<file path="src/rtl/core/fnm_pkg.sv">
// shared types and constants of the filtered noise mixer
package fnm_pkg;

    localparam int SAMPLE_IN_W  = 24;
    localparam int SAMPLE_OUT_W = 32;
    localparam int CFG_INDEX_W  = 8;
    localparam int CFG_DATA_W   = 32;

    localparam int QUEUE_DEPTH  = 2;
    localparam int QPTR_W       = $clog2(QUEUE_DEPTH);

    // items that can be in flight: queue, back end and output register
    localparam int MAX_OUTSTANDING = QUEUE_DEPTH + 2;
    localparam int OUTST_W         = $clog2(MAX_OUTSTANDING + 1);

    localparam int MUL_W  = 33;
    localparam int PROD_W = 47;
    localparam int Q_SHIFT   = 15;
    localparam int VOL_SHIFT = 7;
    localparam int GAIN_SHIFT = 3;

    localparam logic [31:0] LCG_MUL        = 32'd196314165;
    localparam logic [31:0] LCG_ADD        = 32'd907633515;
    localparam logic [31:0] LCG_SEED_RESET = 32'd22222;
    localparam logic signed [SAMPLE_IN_W-1:0] CLAMP_HI = 24'sd4096;
    localparam logic signed [SAMPLE_IN_W-1:0] CLAMP_LO = -24'sd4096;

    localparam logic [CFG_INDEX_W-1:0] REG_BYPASS  = 8'd0;
    localparam logic [CFG_INDEX_W-1:0] REG_VOLUME  = 8'd1;
    localparam logic [CFG_INDEX_W-1:0] REG_COEF_B0 = 8'd2;
    localparam logic [CFG_INDEX_W-1:0] REG_COEF_B2 = 8'd3;
    localparam logic [CFG_INDEX_W-1:0] REG_COEF_A1 = 8'd4;
    localparam logic [CFG_INDEX_W-1:0] REG_COEF_A2 = 8'd5;

    typedef struct packed {
        logic               bypass;
        logic [7:0]         volume;
        logic signed [15:0] coef_b0;
        logic signed [15:0] coef_b2;
        logic signed [16:0] coef_a1;
        logic signed [15:0] coef_a2;
    } fnm_cfg_t;

    typedef struct packed {
        logic [SAMPLE_OUT_W-1:0] acc;
        logic                    noise_en;
    } fnm_entry_t;

    typedef enum logic [3:0] {
        ST_IDLE,
        ST_LCG,
        ST_B2,
        ST_B0,
        ST_A1,
        ST_A2,
        ST_SUM,
        ST_VOL,
        ST_DONE
    } fnm_state_t;

endpackage

</file>
<file path="src/rtl/core/fnm_front.sv">
// front end: configuration registers, sample conditioning and queue push
module fnm_front import fnm_pkg::*; (
    input  logic                     aclk,
    input  logic                     aresetn,
    input  logic                     cfg_valid,
    output logic                     cfg_ready,
    input  logic [CFG_INDEX_W-1:0]   cfg_index,
    input  logic [CFG_DATA_W-1:0]    cfg_data,
    input  logic                     s_axis_tvalid,
    output logic                     s_axis_tready,
    input  logic [SAMPLE_IN_W-1:0]   s_axis_tdata,
    output logic                     push_valid,
    input  logic                     push_ready,
    output fnm_entry_t               push_entry,
    output fnm_cfg_t                 cfg
);

    fnm_cfg_t cfg_reg;
    logic signed [SAMPLE_IN_W-1:0] s_in;
    logic signed [SAMPLE_IN_W-1:0] s_clamped;

    assign cfg_ready = 1'b1;
    assign cfg       = cfg_reg;

    always_ff @(posedge aclk) begin
        if (!aresetn) begin
            cfg_reg.bypass  <= 1'b0;
            cfg_reg.volume  <= 8'd128;
            cfg_reg.coef_b0 <= '0;
            cfg_reg.coef_b2 <= '0;
            cfg_reg.coef_a1 <= '0;
            cfg_reg.coef_a2 <= '0;
        end else if (cfg_valid && cfg_ready) begin
            case (cfg_index)
                REG_BYPASS:  cfg_reg.bypass  <= cfg_data[0];
                REG_VOLUME:  cfg_reg.volume  <= cfg_data[7:0];
                REG_COEF_B0: cfg_reg.coef_b0 <= cfg_data[15:0];
                REG_COEF_B2: cfg_reg.coef_b2 <= cfg_data[15:0];
                REG_COEF_A1: cfg_reg.coef_a1 <= cfg_data[16:0];
                REG_COEF_A2: cfg_reg.coef_a2 <= cfg_data[15:0];
                default: ;
            endcase
        end
    end

    always_comb begin
        s_in = s_axis_tdata;
        if (s_in > CLAMP_HI) begin
            s_clamped = CLAMP_HI;
        end else if (s_in < CLAMP_LO) begin
            s_clamped = CLAMP_LO;
        end else begin
            s_clamped = s_in;
        end
        if (cfg_reg.bypass) begin
            push_entry.acc = {{(SAMPLE_OUT_W-SAMPLE_IN_W){s_in[SAMPLE_IN_W-1]}}, s_in};
        end else begin
            push_entry.acc = {{(SAMPLE_OUT_W-SAMPLE_IN_W-GAIN_SHIFT){s_clamped[SAMPLE_IN_W-1]}},
                              s_clamped, {GAIN_SHIFT{1'b0}}};
        end
        // noise items go through the filter sequence, others skip it
        push_entry.noise_en = (cfg_reg.volume != 8'd0);
    end

    assign push_valid    = s_axis_tvalid;
    assign s_axis_tready = push_ready;

endmodule

</file>
<file path="src/rtl/core/fnm_queue.sv">
// short item queue between front and back end
module fnm_queue import fnm_pkg::*; (
    input  logic        aclk,
    input  logic        aresetn,
    input  logic        push_valid,
    output logic        push_ready,
    input  fnm_entry_t  push_entry,
    output logic        pop_valid,
    input  logic        pop_ready,
    output fnm_entry_t  pop_entry
);

    fnm_entry_t        q_reg [QUEUE_DEPTH];
    logic [QPTR_W-1:0] wr_ptr_reg, wr_ptr_next;
    logic [QPTR_W-1:0] rd_ptr_reg, rd_ptr_next;
    logic [QPTR_W:0]   count_reg, count_next;
    logic              do_push, do_pop;

    assign push_ready = (count_reg != QUEUE_DEPTH[QPTR_W:0]);
    assign pop_valid  = (count_reg != '0);
    assign pop_entry  = q_reg[rd_ptr_reg];
    assign do_push    = push_valid && push_ready;
    assign do_pop     = pop_valid && pop_ready;

    always_comb begin
        wr_ptr_next = wr_ptr_reg;
        rd_ptr_next = rd_ptr_reg;
        count_next  = count_reg;
        if (do_push) begin
            wr_ptr_next = (wr_ptr_reg == QPTR_W'(QUEUE_DEPTH - 1)) ? '0 : wr_ptr_reg + 1'b1;
        end
        if (do_pop) begin
            rd_ptr_next = (rd_ptr_reg == QPTR_W'(QUEUE_DEPTH - 1)) ? '0 : rd_ptr_reg + 1'b1;
        end
        if (do_push && !do_pop) begin
            count_next = count_reg + 1'b1;
        end else if (do_pop && !do_push) begin
            count_next = count_reg - 1'b1;
        end
    end

    always_ff @(posedge aclk) begin
        if (!aresetn) begin
            wr_ptr_reg <= '0;
            rd_ptr_reg <= '0;
            count_reg  <= '0;
        end else begin
            wr_ptr_reg <= wr_ptr_next;
            rd_ptr_reg <= rd_ptr_next;
            count_reg  <= count_next;
        end
    end

    always_ff @(posedge aclk) begin
        if (do_push) begin
            q_reg[wr_ptr_reg] <= push_entry;
        end
    end

endmodule

</file>
<file path="src/rtl/core/fnm_back.sv">
// back end: noise generator and biquad on one shared multiplier, output register
module fnm_back import fnm_pkg::*; (
    input  logic                    aclk,
    input  logic                    aresetn,
    input  fnm_cfg_t                cfg,
    input  logic                    pop_valid,
    output logic                    pop_ready,
    input  fnm_entry_t              pop_entry,
    output logic                    m_axis_tvalid,
    input  logic                    m_axis_tready,
    output logic [SAMPLE_OUT_W-1:0] m_axis_tdata
);

    fnm_state_t state_reg, state_next;

    logic [31:0]        acc_reg, acc_next;
    logic               noise_reg, noise_next;
    logic [31:0]        seed_reg, seed_next;
    logic signed [15:0] np1_reg, np1_next;
    logic signed [15:0] np2_reg, np2_next;
    logic [31:0]        f1_reg, f1_next;
    logic [31:0]        f2_reg, f2_next;
    logic [31:0]        sum_reg, sum_next;
    logic [PROD_W-1:0]  prod_reg, prod_next;
    logic [31:0]        out_data_reg, out_data_next;
    logic               out_valid_reg, out_valid_next;

    logic signed [MUL_W-1:0]   mul_a, mul_b;
    logic signed [2*MUL_W-1:0] mul_full;
    logic [31:0]               q_term;
    logic [31:0]               vol_term;
    logic                      out_free;
    logic                      take;

    assign mul_full = mul_a * mul_b;
    assign q_term   = prod_reg[Q_SHIFT +: 32];
    assign vol_term = prod_reg[VOL_SHIFT +: 32];
    assign out_free = !out_valid_reg || m_axis_tready;

    assign m_axis_tvalid = out_valid_reg;
    assign m_axis_tdata  = out_data_reg;

    always_comb begin
        state_next     = state_reg;
        acc_next       = acc_reg;
        noise_next     = noise_reg;
        seed_next      = seed_reg;
        np1_next       = np1_reg;
        np2_next       = np2_reg;
        f1_next        = f1_reg;
        f2_next        = f2_reg;
        sum_next       = sum_reg;
        out_data_next  = out_data_reg;
        out_valid_next = out_valid_reg;
        mul_a          = '0;
        mul_b          = '0;
        take           = 1'b0;
        pop_ready      = 1'b0;

        if (out_valid_reg && m_axis_tready) begin
            out_valid_next = 1'b0;
        end

        case (state_reg)
            ST_IDLE: begin
                take = 1'b1;
            end
            ST_LCG: begin
                mul_a = {1'b0, seed_reg};
                mul_b = {1'b0, LCG_MUL};
                state_next = ST_B2;
            end
            ST_B2: begin
                seed_next = prod_reg[31:0] + LCG_ADD;
                mul_a = MUL_W'(cfg.coef_b2);
                mul_b = MUL_W'(np2_reg);
                state_next = ST_B0;
            end
            ST_B0: begin
                sum_next = q_term;
                mul_a = MUL_W'(cfg.coef_b0);
                mul_b = MUL_W'($signed(seed_reg[31:16]));
                state_next = ST_A1;
            end
            ST_A1: begin
                sum_next = sum_reg + q_term;
                mul_a = MUL_W'(cfg.coef_a1);
                mul_b = MUL_W'($signed(f1_reg));
                state_next = ST_A2;
            end
            ST_A2: begin
                sum_next = sum_reg - q_term;
                mul_a = MUL_W'(cfg.coef_a2);
                mul_b = MUL_W'($signed(f2_reg));
                state_next = ST_SUM;
            end
            ST_SUM: begin
                sum_next = sum_reg - q_term;
                state_next = ST_VOL;
            end
            ST_VOL: begin
                mul_a = MUL_W'($signed(sum_reg));
                mul_b = {{(MUL_W-8){1'b0}}, cfg.volume};
                np2_next = np1_reg;
                np1_next = seed_reg[31:16];
                f2_next  = f1_reg;
                f1_next  = sum_reg;
                state_next = ST_DONE;
            end
            ST_DONE: begin
                if (out_free) begin
                    out_valid_next = 1'b1;
                    out_data_next  = noise_reg ? acc_reg + vol_term : acc_reg;
                    take = 1'b1;
                end
            end
            default: begin
                state_next = ST_IDLE;
            end
        endcase

        // next item starts straight from idle or from a finished item
        if (take) begin
            pop_ready = 1'b1;
            if (pop_valid) begin
                acc_next   = pop_entry.acc;
                noise_next = pop_entry.noise_en;
                state_next = pop_entry.noise_en ? ST_LCG : ST_DONE;
            end else begin
                state_next = ST_IDLE;
            end
        end

        // the volume product waits here while the output is stalled
        prod_next = (state_reg == ST_DONE) ? prod_reg : mul_full[PROD_W-1:0];
    end

    always_ff @(posedge aclk) begin
        if (!aresetn) begin
            state_reg     <= ST_IDLE;
            out_valid_reg <= 1'b0;
            seed_reg      <= LCG_SEED_RESET;
            np1_reg       <= '0;
            np2_reg       <= '0;
            f1_reg        <= '0;
            f2_reg        <= '0;
        end else begin
            state_reg     <= state_next;
            out_valid_reg <= out_valid_next;
            seed_reg      <= seed_next;
            np1_reg       <= np1_next;
            np2_reg       <= np2_next;
            f1_reg        <= f1_next;
            f2_reg        <= f2_next;
        end
    end

    always_ff @(posedge aclk) begin
        acc_reg      <= acc_next;
        noise_reg    <= noise_next;
        sum_reg      <= sum_next;
        prod_reg     <= prod_next;
        out_data_reg <= out_data_next;
    end

endmodule

</file>
<file path="src/rtl/core/filtered_noise_mixer.sv">
// top level of the filtered noise mixer
// Each audio sample is clamped to +/-4096 and scaled by 8 (or passed as is
// when bypass is set), then band-pass filtered noise from a 32-bit LCG,
// scaled by volume/128, is added; the sum wraps at 32 bits. Volume zero
// freezes the generator and filter and adds nothing. In the back end a
// noise item's sequencer issues the LCG step, four filter products and
// the volume product through one shared 33x33 multiplier; with noise off
// an item goes straight to its output step there. A two-item queue
// lets the input keep accepting while the back end works, and the output
// register lets the next item start while a result waits to be taken.
// Configuration is accepted every cycle and should be written while idle.
module filtered_noise_mixer import fnm_pkg::*; (
    input  logic                    aclk,
    input  logic                    aresetn,
    input  logic                    cfg_valid,
    output logic                    cfg_ready,
    input  logic [CFG_INDEX_W-1:0]  cfg_index,
    input  logic [CFG_DATA_W-1:0]   cfg_data,
    input  logic                    s_axis_tvalid,
    output logic                    s_axis_tready,
    input  logic [SAMPLE_IN_W-1:0]  s_axis_tdata,   // [23:0] sample_in
    output logic                    m_axis_tvalid,
    input  logic                    m_axis_tready,
    output logic [SAMPLE_OUT_W-1:0] m_axis_tdata    // [31:0] sample_out
);

    fnm_cfg_t   cfg;
    fnm_entry_t push_entry, pop_entry;
    logic       push_valid, push_ready;
    logic       pop_valid, pop_ready;

    fnm_front u_front (
        .aclk          (aclk),
        .aresetn       (aresetn),
        .cfg_valid     (cfg_valid),
        .cfg_ready     (cfg_ready),
        .cfg_index     (cfg_index),
        .cfg_data      (cfg_data),
        .s_axis_tvalid (s_axis_tvalid),
        .s_axis_tready (s_axis_tready),
        .s_axis_tdata  (s_axis_tdata),
        .push_valid    (push_valid),
        .push_ready    (push_ready),
        .push_entry    (push_entry),
        .cfg           (cfg)
    );

    fnm_queue u_queue (
        .aclk       (aclk),
        .aresetn    (aresetn),
        .push_valid (push_valid),
        .push_ready (push_ready),
        .push_entry (push_entry),
        .pop_valid  (pop_valid),
        .pop_ready  (pop_ready),
        .pop_entry  (pop_entry)
    );

    fnm_back u_back (
        .aclk          (aclk),
        .aresetn       (aresetn),
        .cfg           (cfg),
        .pop_valid     (pop_valid),
        .pop_ready     (pop_ready),
        .pop_entry     (pop_entry),
        .m_axis_tvalid (m_axis_tvalid),
        .m_axis_tready (m_axis_tready),
        .m_axis_tdata  (m_axis_tdata)
    );

endmodule

</file>
<file path="config.mk">
export PLATFORM = sky130hd
export DESIGN_NAME = filtered_noise_mixer
export DESIGN_NICKNAME = d
export VERILOG_FILES = /design/src/rtl/core/fnm_pkg.sv /design/src/rtl/core/fnm_front.sv /design/src/rtl/core/fnm_queue.sv /design/src/rtl/core/fnm_back.sv /design/src/rtl/core/filtered_noise_mixer.sv
export SDC_FILE = /design/constraint.sdc
export NUM_CORES = 2
export LEC_CHECK = 0
export BUFFER_PORTS_ARGS = -buffer_cell sky130_fd_sc_hd__buf_4
export CORE_UTILIZATION = 40
export CTS_BUF_LIST = sky130_fd_sc_hd__clkbuf_4 sky130_fd_sc_hd__clkbuf_8
export DETAILED_ROUTE_END_ITERATION = 7
export HOLD_SLACK_MARGIN = 0.03
export PLACE_DENSITY_LB_ADDON = 0.15
export RECOVER_POWER = 100
export SLEW_MARGIN = 30
export SYNTH_ARGS = -nofsm -noshare
export SYNTH_HDL_FRONTEND = slang
export SYNTH_SLANG_ARGS = --single-unit
</file>
<file path="constraint.sdc">
create_clock -name aclk -period 21.3 [get_ports aclk]
set_input_delay 0 -clock aclk [delete_from_list [all_inputs] [get_ports aclk]]
set_output_delay 0 -clock aclk [all_outputs]
set_load 0.02 [all_outputs]
</file>
* Word-level counts from Yosys, hierarchy flattened
Memory sizes are Yosys's and may differ from the RTL's. A register that Yosys moved wholly into a read port is not among the register bits.
Index checks and enable logic that the tools add are counted.
** Word-level totals
- Input port bits :: 69
- Register bits :: 355
- Output and inout bits :: 35
- Memories :: 1
- RAM bits :: 66
- Logic and storage cells :: 98
** Operators by class
- Reduce and logical (&&, ||, !) cells :: 25
- Order comparisons :: 2
- Add/subtract/negate cells :: 8
- $mul :: 1
- Equal/unequal tests :: 15
- Muxes and demuxes :: 25
** Memory list
- u_queue.q_reg :: words 2, bits a word 33, rd ports 1, clocked after Yosys merged registers in 1, wr ports 1, RTL line fnm_queue.sv:13 : fnm_entry_t q_reg [QUEUE_DEPTH];
** Operators with widths (number)
- $pmux 33 s6 :: 2
- $pmux 32 s3 :: 1
- $add 32x32->32 :: 2
- $mux 32 :: 2
- $mux 24 :: 2
- $mul 33x33->47 :: 1
- $add 32x30->32 const B :: 1
- $pmux 4 s8 :: 1
- $sub 32x32->32 :: 1
- $gt 24x14->1 const B :: 1
- $lt 24x13->1 const B :: 1
- $eq 4x3->1 const B :: 4
- $eq 8x2->1 const B :: 2
- $eq 8x3->1 const B :: 2
- $reduce_and 2->1 :: 8
- $mux 4 :: 3
- $mux 1 :: 11
- $eq 4x2->1 const B :: 2
- $eq 8x1->1 const B :: 1
- $logic_not 8->1 :: 1
- $reduce_bool 8->1 :: 1
- $logic_and 1x1->1 :: 5
- $eq 4x1->1 const B :: 1
- $eq 4x4->1 const B :: 1
- other kinds (13) :: 19

* Logic depth before layout (Yosys ltp)
- Word-level depth :: 9
- Gate-level depth with buffers :: 37
- Depth with buffers taken out :: 31

* Modules after synthesis
Synthesis repeated with hierarchy kept, for this count alone.
** Unflattened totals
- Cell total of the unflattened synthesis :: 5536
- Area, all modules :: 50393.3 um2
** Modules (own cells, without submodules)
- fnm_back :: cells each 5033, seq. area each 6986.7 um2, area each 44327.5 um2, instances 1
- fnm_front :: cells each 376, seq. area each 1481.4 um2, area each 3449.6 um2, instances 1
- fnm_queue :: cells each 127, seq. area each 2082.0 um2, area each 2616.3 um2, instances 1

* Least setup slack after synthesis
No wires, ideal clock.
- Kind :: flip-flop to flip-flop
- Start point :: reg u_back.state_reg[3]
- End point :: reg u_back.prod_reg[46], data pin
- Arrival time :: 8.844 ns
- Buffers on the path :: 4
- Data required time :: 21.039 ns
- Clock period less this slack :: 9.105 ns
- Stages on the path, launching flop included :: 31
- Library setup time :: 0.261 ns
- Path slack :: 12.195 ns
- Cell sequence :: dfxtp_1 nor4b_4 clkbuf_1 clkbuf_1 clkbuf_1 a22oi_1 nand3_1 clkbuf_1 nand2_1 fa_1 fa_1 fa_1 fa_1 fa_1 fa_1 inv_1 fa_1 inv_1 fa_1 inv_1 ha_1 and3_1 o2111ai_1 a211oi_1 o21ai_1 o21ai_1 a311oi_1 o41ai_1 a31oi_1 o21ai_0 xnor2_1
** On the way
- Word-level cells in the longest chain between the ends :: 3
- Elaborated cells on any way between the ends :: 9
- Classes of those cells :: 1 x mul; 6 x eq/ne; 2 x mux
** RTL lines
- start, declared :: RTL line fnm_back.sv:14 : fnm_state_t state_reg, state_next;
- start signal, assigned :: RTL line fnm_back.sv:148 : state_reg <= state_next;
- $eq 4x3->1, or another cell as far along :: RTL line fnm_back.sv:64 : case (state_reg)
- $pmux 33 s6 :: RTL line fnm_back.sv:64
- $mul 33x33->47 * :: RTL line fnm_back.sv:35 : assign mul_full = mul_a * mul_b;
- via u_back.mul_full[46] :: RTL line fnm_back.sv:29 : logic signed [2*MUL_W-1:0] mul_full;
- end signal, assigned :: RTL line fnm_back.sv:162 : prod_reg <= prod_next;
- end, declared :: RTL line fnm_back.sv:24 : logic [PROD_W-1:0] prod_reg, prod_next;
Mark *: on every way through the listed nets, which the timed path passes. The rest lies on a longest branch.
A chain may end at the register's enable or synchronous reset.

* Worst setup path after layout
- Start point :: reg u_back.state_reg[2]
- End point :: reg u_back.prod_reg[46], data pin
The elaborated chain is that of the path after synthesis.

==> results.json <==
{
  "dr.pass1.iters": 7,
  "finalWorstSetupSlack_ns": 7.73,
  "seqCellArea_um2": 10100,
  "overflow": 0,
  "clockRootBuffer": "clkbuf_8",
  "critPathSlowestCell": "clkbuf_1",
  "antenna_found_initial": 7,
  "dp_cells": 7015,
  "async_flop_share_pct": 0,
  "wl_per_cell_um": 22.3,
  "syn_to_final_growth_pct": 9.18,
  "arrival_ns": 13.97,
  "hold_class": "in -> reg",
  "skew_ns": 0.0288,
  "ys_warn_count": 0,
  "ys_seq_area_share_pct": 20.5,
  "post_cts_buffers": 0,
  "io_pins": 104,
  "htree_num_levels": 3,
  "globalplace.congestion": 0.919,
  "rows": 128,
  "grt_pass1_vias": 38700,
  "finalSetupViolCount": 0,
  "drt_iter0_markers": 3032,
  "coreArea_um2": 122000,
  "postLayoutCellArea_um2": 53800,
  "critPathLaunchType": "flop",
  "post_dp_cell_area_um2": 51800,
  "cts.sinks": 407,
  "clkSlewWorstSetupHoldPaths_ns": 0.06,
  "pre_cts_ws_ns": 10.02,
  "ys_types": 87,
  "slew_headroom_pct": -168,
  "io_buffers": 87,
  "cp_max_fo": 45,
  "largest_reg_flops": 74,
  "syn_area_um2": 49200,
  "multi_input_area_um2": 34400,
  "die-height_um": 353,
  "clkLatencyLatePin_ns": 0.67,
  "cts_tree": "done",
  "final_net_count": 6673,
  "period_share_pct": 63.7,
  "die_x_um": 353,
  "grt_max_degree": 114,
  "slowest_delay_ns": 1.55,
  "maxCapViolCount": 12,
  "crit_top_cell": "inv_1",
  "rsz0062_at_grt": "no",
  "synth_edf_count": 195,
  "avgSynthCellArea_um2": 9.00,
  "setup-tns-final_ns": 0,
  "synth_ff_type": "dfxtp_1",
  "power_density_nw_per_um2": 82.0,
  "cp-end-kind": "flop",
  "drc": 0,
  "die-area_um2": 125000,
  "drive_gt1_share_pct": 6.95,
  "drt.antenna.violating_nets": 0,
  "crit_type": "reg -> reg",
  "syn_inst": 5470,
  "p_leak_nw": 24.2,
  "synth_fp_nets": 6619,
  "fin_hold_ws_ns": 0.142,
  "hold_viol": 0,
  "max_freq_mhz": 73.7,
  "ys_seq_elements": 407,
  "violations": "max-capacitance violations, max-slew violations",
  "ir_drop_mv": 0.0520,
  "grt_pass1_wl_um": 246000,
  "fillers": 12100,
  "vias": 38000,
  "grt.total_usage_pct": 26.2,
  "worst_slew_pin_slew_ns": 4.00,
  "fin_cells": 7211,
  "drv_slew": 566,
  "avgViaCountPerCell": 5.27,
  "period_needed_ns": 13.57,
  "start_util_pct": 40.4,
  "cts_made_buffers": 74,
  "cp.required_ns": 21.70,
  "wirelength_um": 160000,
  "hpwl_um": 122000,
  "ctsLongestPathBuffers": 3,
  "status": "finished with violations"
}
## cells by family (layout without fill, tap and decap cells)
group / Yosys count / count (layout) / synth area share [%]
AO/OA/AOI/OAI: 714 / 714 / 9.52
XOR/XNOR: 188 / 188 / 3.37
other: 1 / 5 / 0.00761
adder cells (fa/ha/maj): 1080 / 1080 / 40.2
multiplexers: 79 / 79 / 1.73
buffers and inverters: 1294 / 1406 / 10.0
AND/OR/NAND/NOR: 1707 / 1707 / 14.7
flip-flops: 407 / 407 / 20.5
## through the flow
stage / utilization [%] / total power, mW
finish: 44.1 / 4.41
detailed placement: 42.5 / 3.57
global route: 44.1 / 4.70
global placement: 42.5 / 3.57
CTS: 44.3 / 4.43
floorplan: - / 2.70
## cells in the final DEF, fill, tap and decap left out, types with 54 or more instances in the layout
cell / count
buf_4: 148
dlygate4sd3_1: 58
inv_1: 1010
a21oi_1: 269
dfxtp_1: 211
edfxtp_1: 195
ha_1: 245
clkbuf_8: 81
xnor2_1: 133
nor2_1: 541
a22oi_1: 66
xor2_1: 54
o21ai_0: 97
nand2_1: 852
fa_1: 835
## layout make-up
class / count / share of cell area, %
inverters: 1014 / 7.08
clock inverters: 19 / 0.384
multi-input cells: 3769 / 63.9
diodes: 4 / 0.0186
clock buffers: 115 / 2.55
repair buffers: 258 / 3.52
well taps: 1625 / 3.78
flip-flops and latches: 407 / 18.8
## layer usage
| layer | GRT usage (%) | vias to the layer above | share of wire, % |
|---|---|---|---|
| li1 | - | 17200 | - |
| met1 | 37.5 | 19300 | 45 |
| met2 | 40.4 | 1275 | 44 |
| met3 | 4.14 | 255 | 6.7 |
| met4 | 8.50 | 4 | 3.6 |
| met5 | 0 | - | 0.014 |
## final timing paths
kind | start | to | slack (ns) | cells past startpoint
setup / recovery | u_back.state_reg[2] | u_back.prod_reg[46] | 7.73 | 32
hold reg to reg | u_back.np1_reg[3] | u_back.np2_reg[3] | 0.44 | 2
setup reg to reg | u_back.state_reg[2] | u_back.prod_reg[46] | 7.73 | 32
hold / removal | cfg_index[6] | u_front.cfg[73] | 0.14 | 6
## repair_timing
action / 4_1_cts / 5_1_grt
gates resized for setup: 0 / 0
hold endpoints to repair: 162 / 0
hold buffers: 58 / 0
## critical path: cells and delay by family, from the launching register on
kind                       cells  cell delay [ns]
adders and majority gates      9             3.79
DFF                            1             0.91
buffers and inverters          9             3.09
xor gates and xnor gates       1             0.10
AOI/OAI and AO/OA              9             3.42
and+or+nand+nor                4             1.92
## report_power, final
part           switching [mW]  total (mW)  internal [mW]
Combinational            1.61        2.47          0.860
Clock                   0.351       0.810          0.459
Sequential              0.137        1.13          0.990
## synth_stat cells (all sizes together) (7+ instances only)
cell type / count / area share [%]
o21a: 18 / 0.27
a31oi: 14 / 0.18
mux2: 48 / 1.1
or2: 28 / 0.36
dfxtp: 212 / 8.6
nand3: 52 / 0.54
buf: 54 / 0.55
and4: 9 / 0.16
a21o: 47 / 0.72
nor3: 29 / 0.30
a211oi: 19 / 0.29
a22o: 16 / 0.28
a21oi: 270 / 2.8
nor4: 12 / 0.18
nor2: 546 / 4.2
nor2b: 20 / 0.25
nor4b: 9 / 0.23
nand2b: 29 / 0.37
ha: 245 / 6.2
a211o: 7 / 0.12
a22oi: 69 / 1.1
mux2i: 31 / 0.63
inv: 1014 / 7.7
clkbuf: 226 / 1.7
o21bai: 17 / 0.26
a21boi: 7 / 0.11
edfxtp: 195 / 12
nand4: 22 / 0.28
and3: 41 / 0.52
o311ai: 8 / 0.14
or3: 11 / 0.14
nand2: 854 / 6.5
o21ai: 106 / 1.1
fa: 835 / 34
a221oi: 19 / 0.49
o31ai: 23 / 0.35
xor2: 54 / 0.96
o211ai: 15 / 0.24
and2: 23 / 0.29
a221o: 14 / 0.28
xnor2: 133 / 2.4
Note: power is estimated with default switching activity, not from simulation.
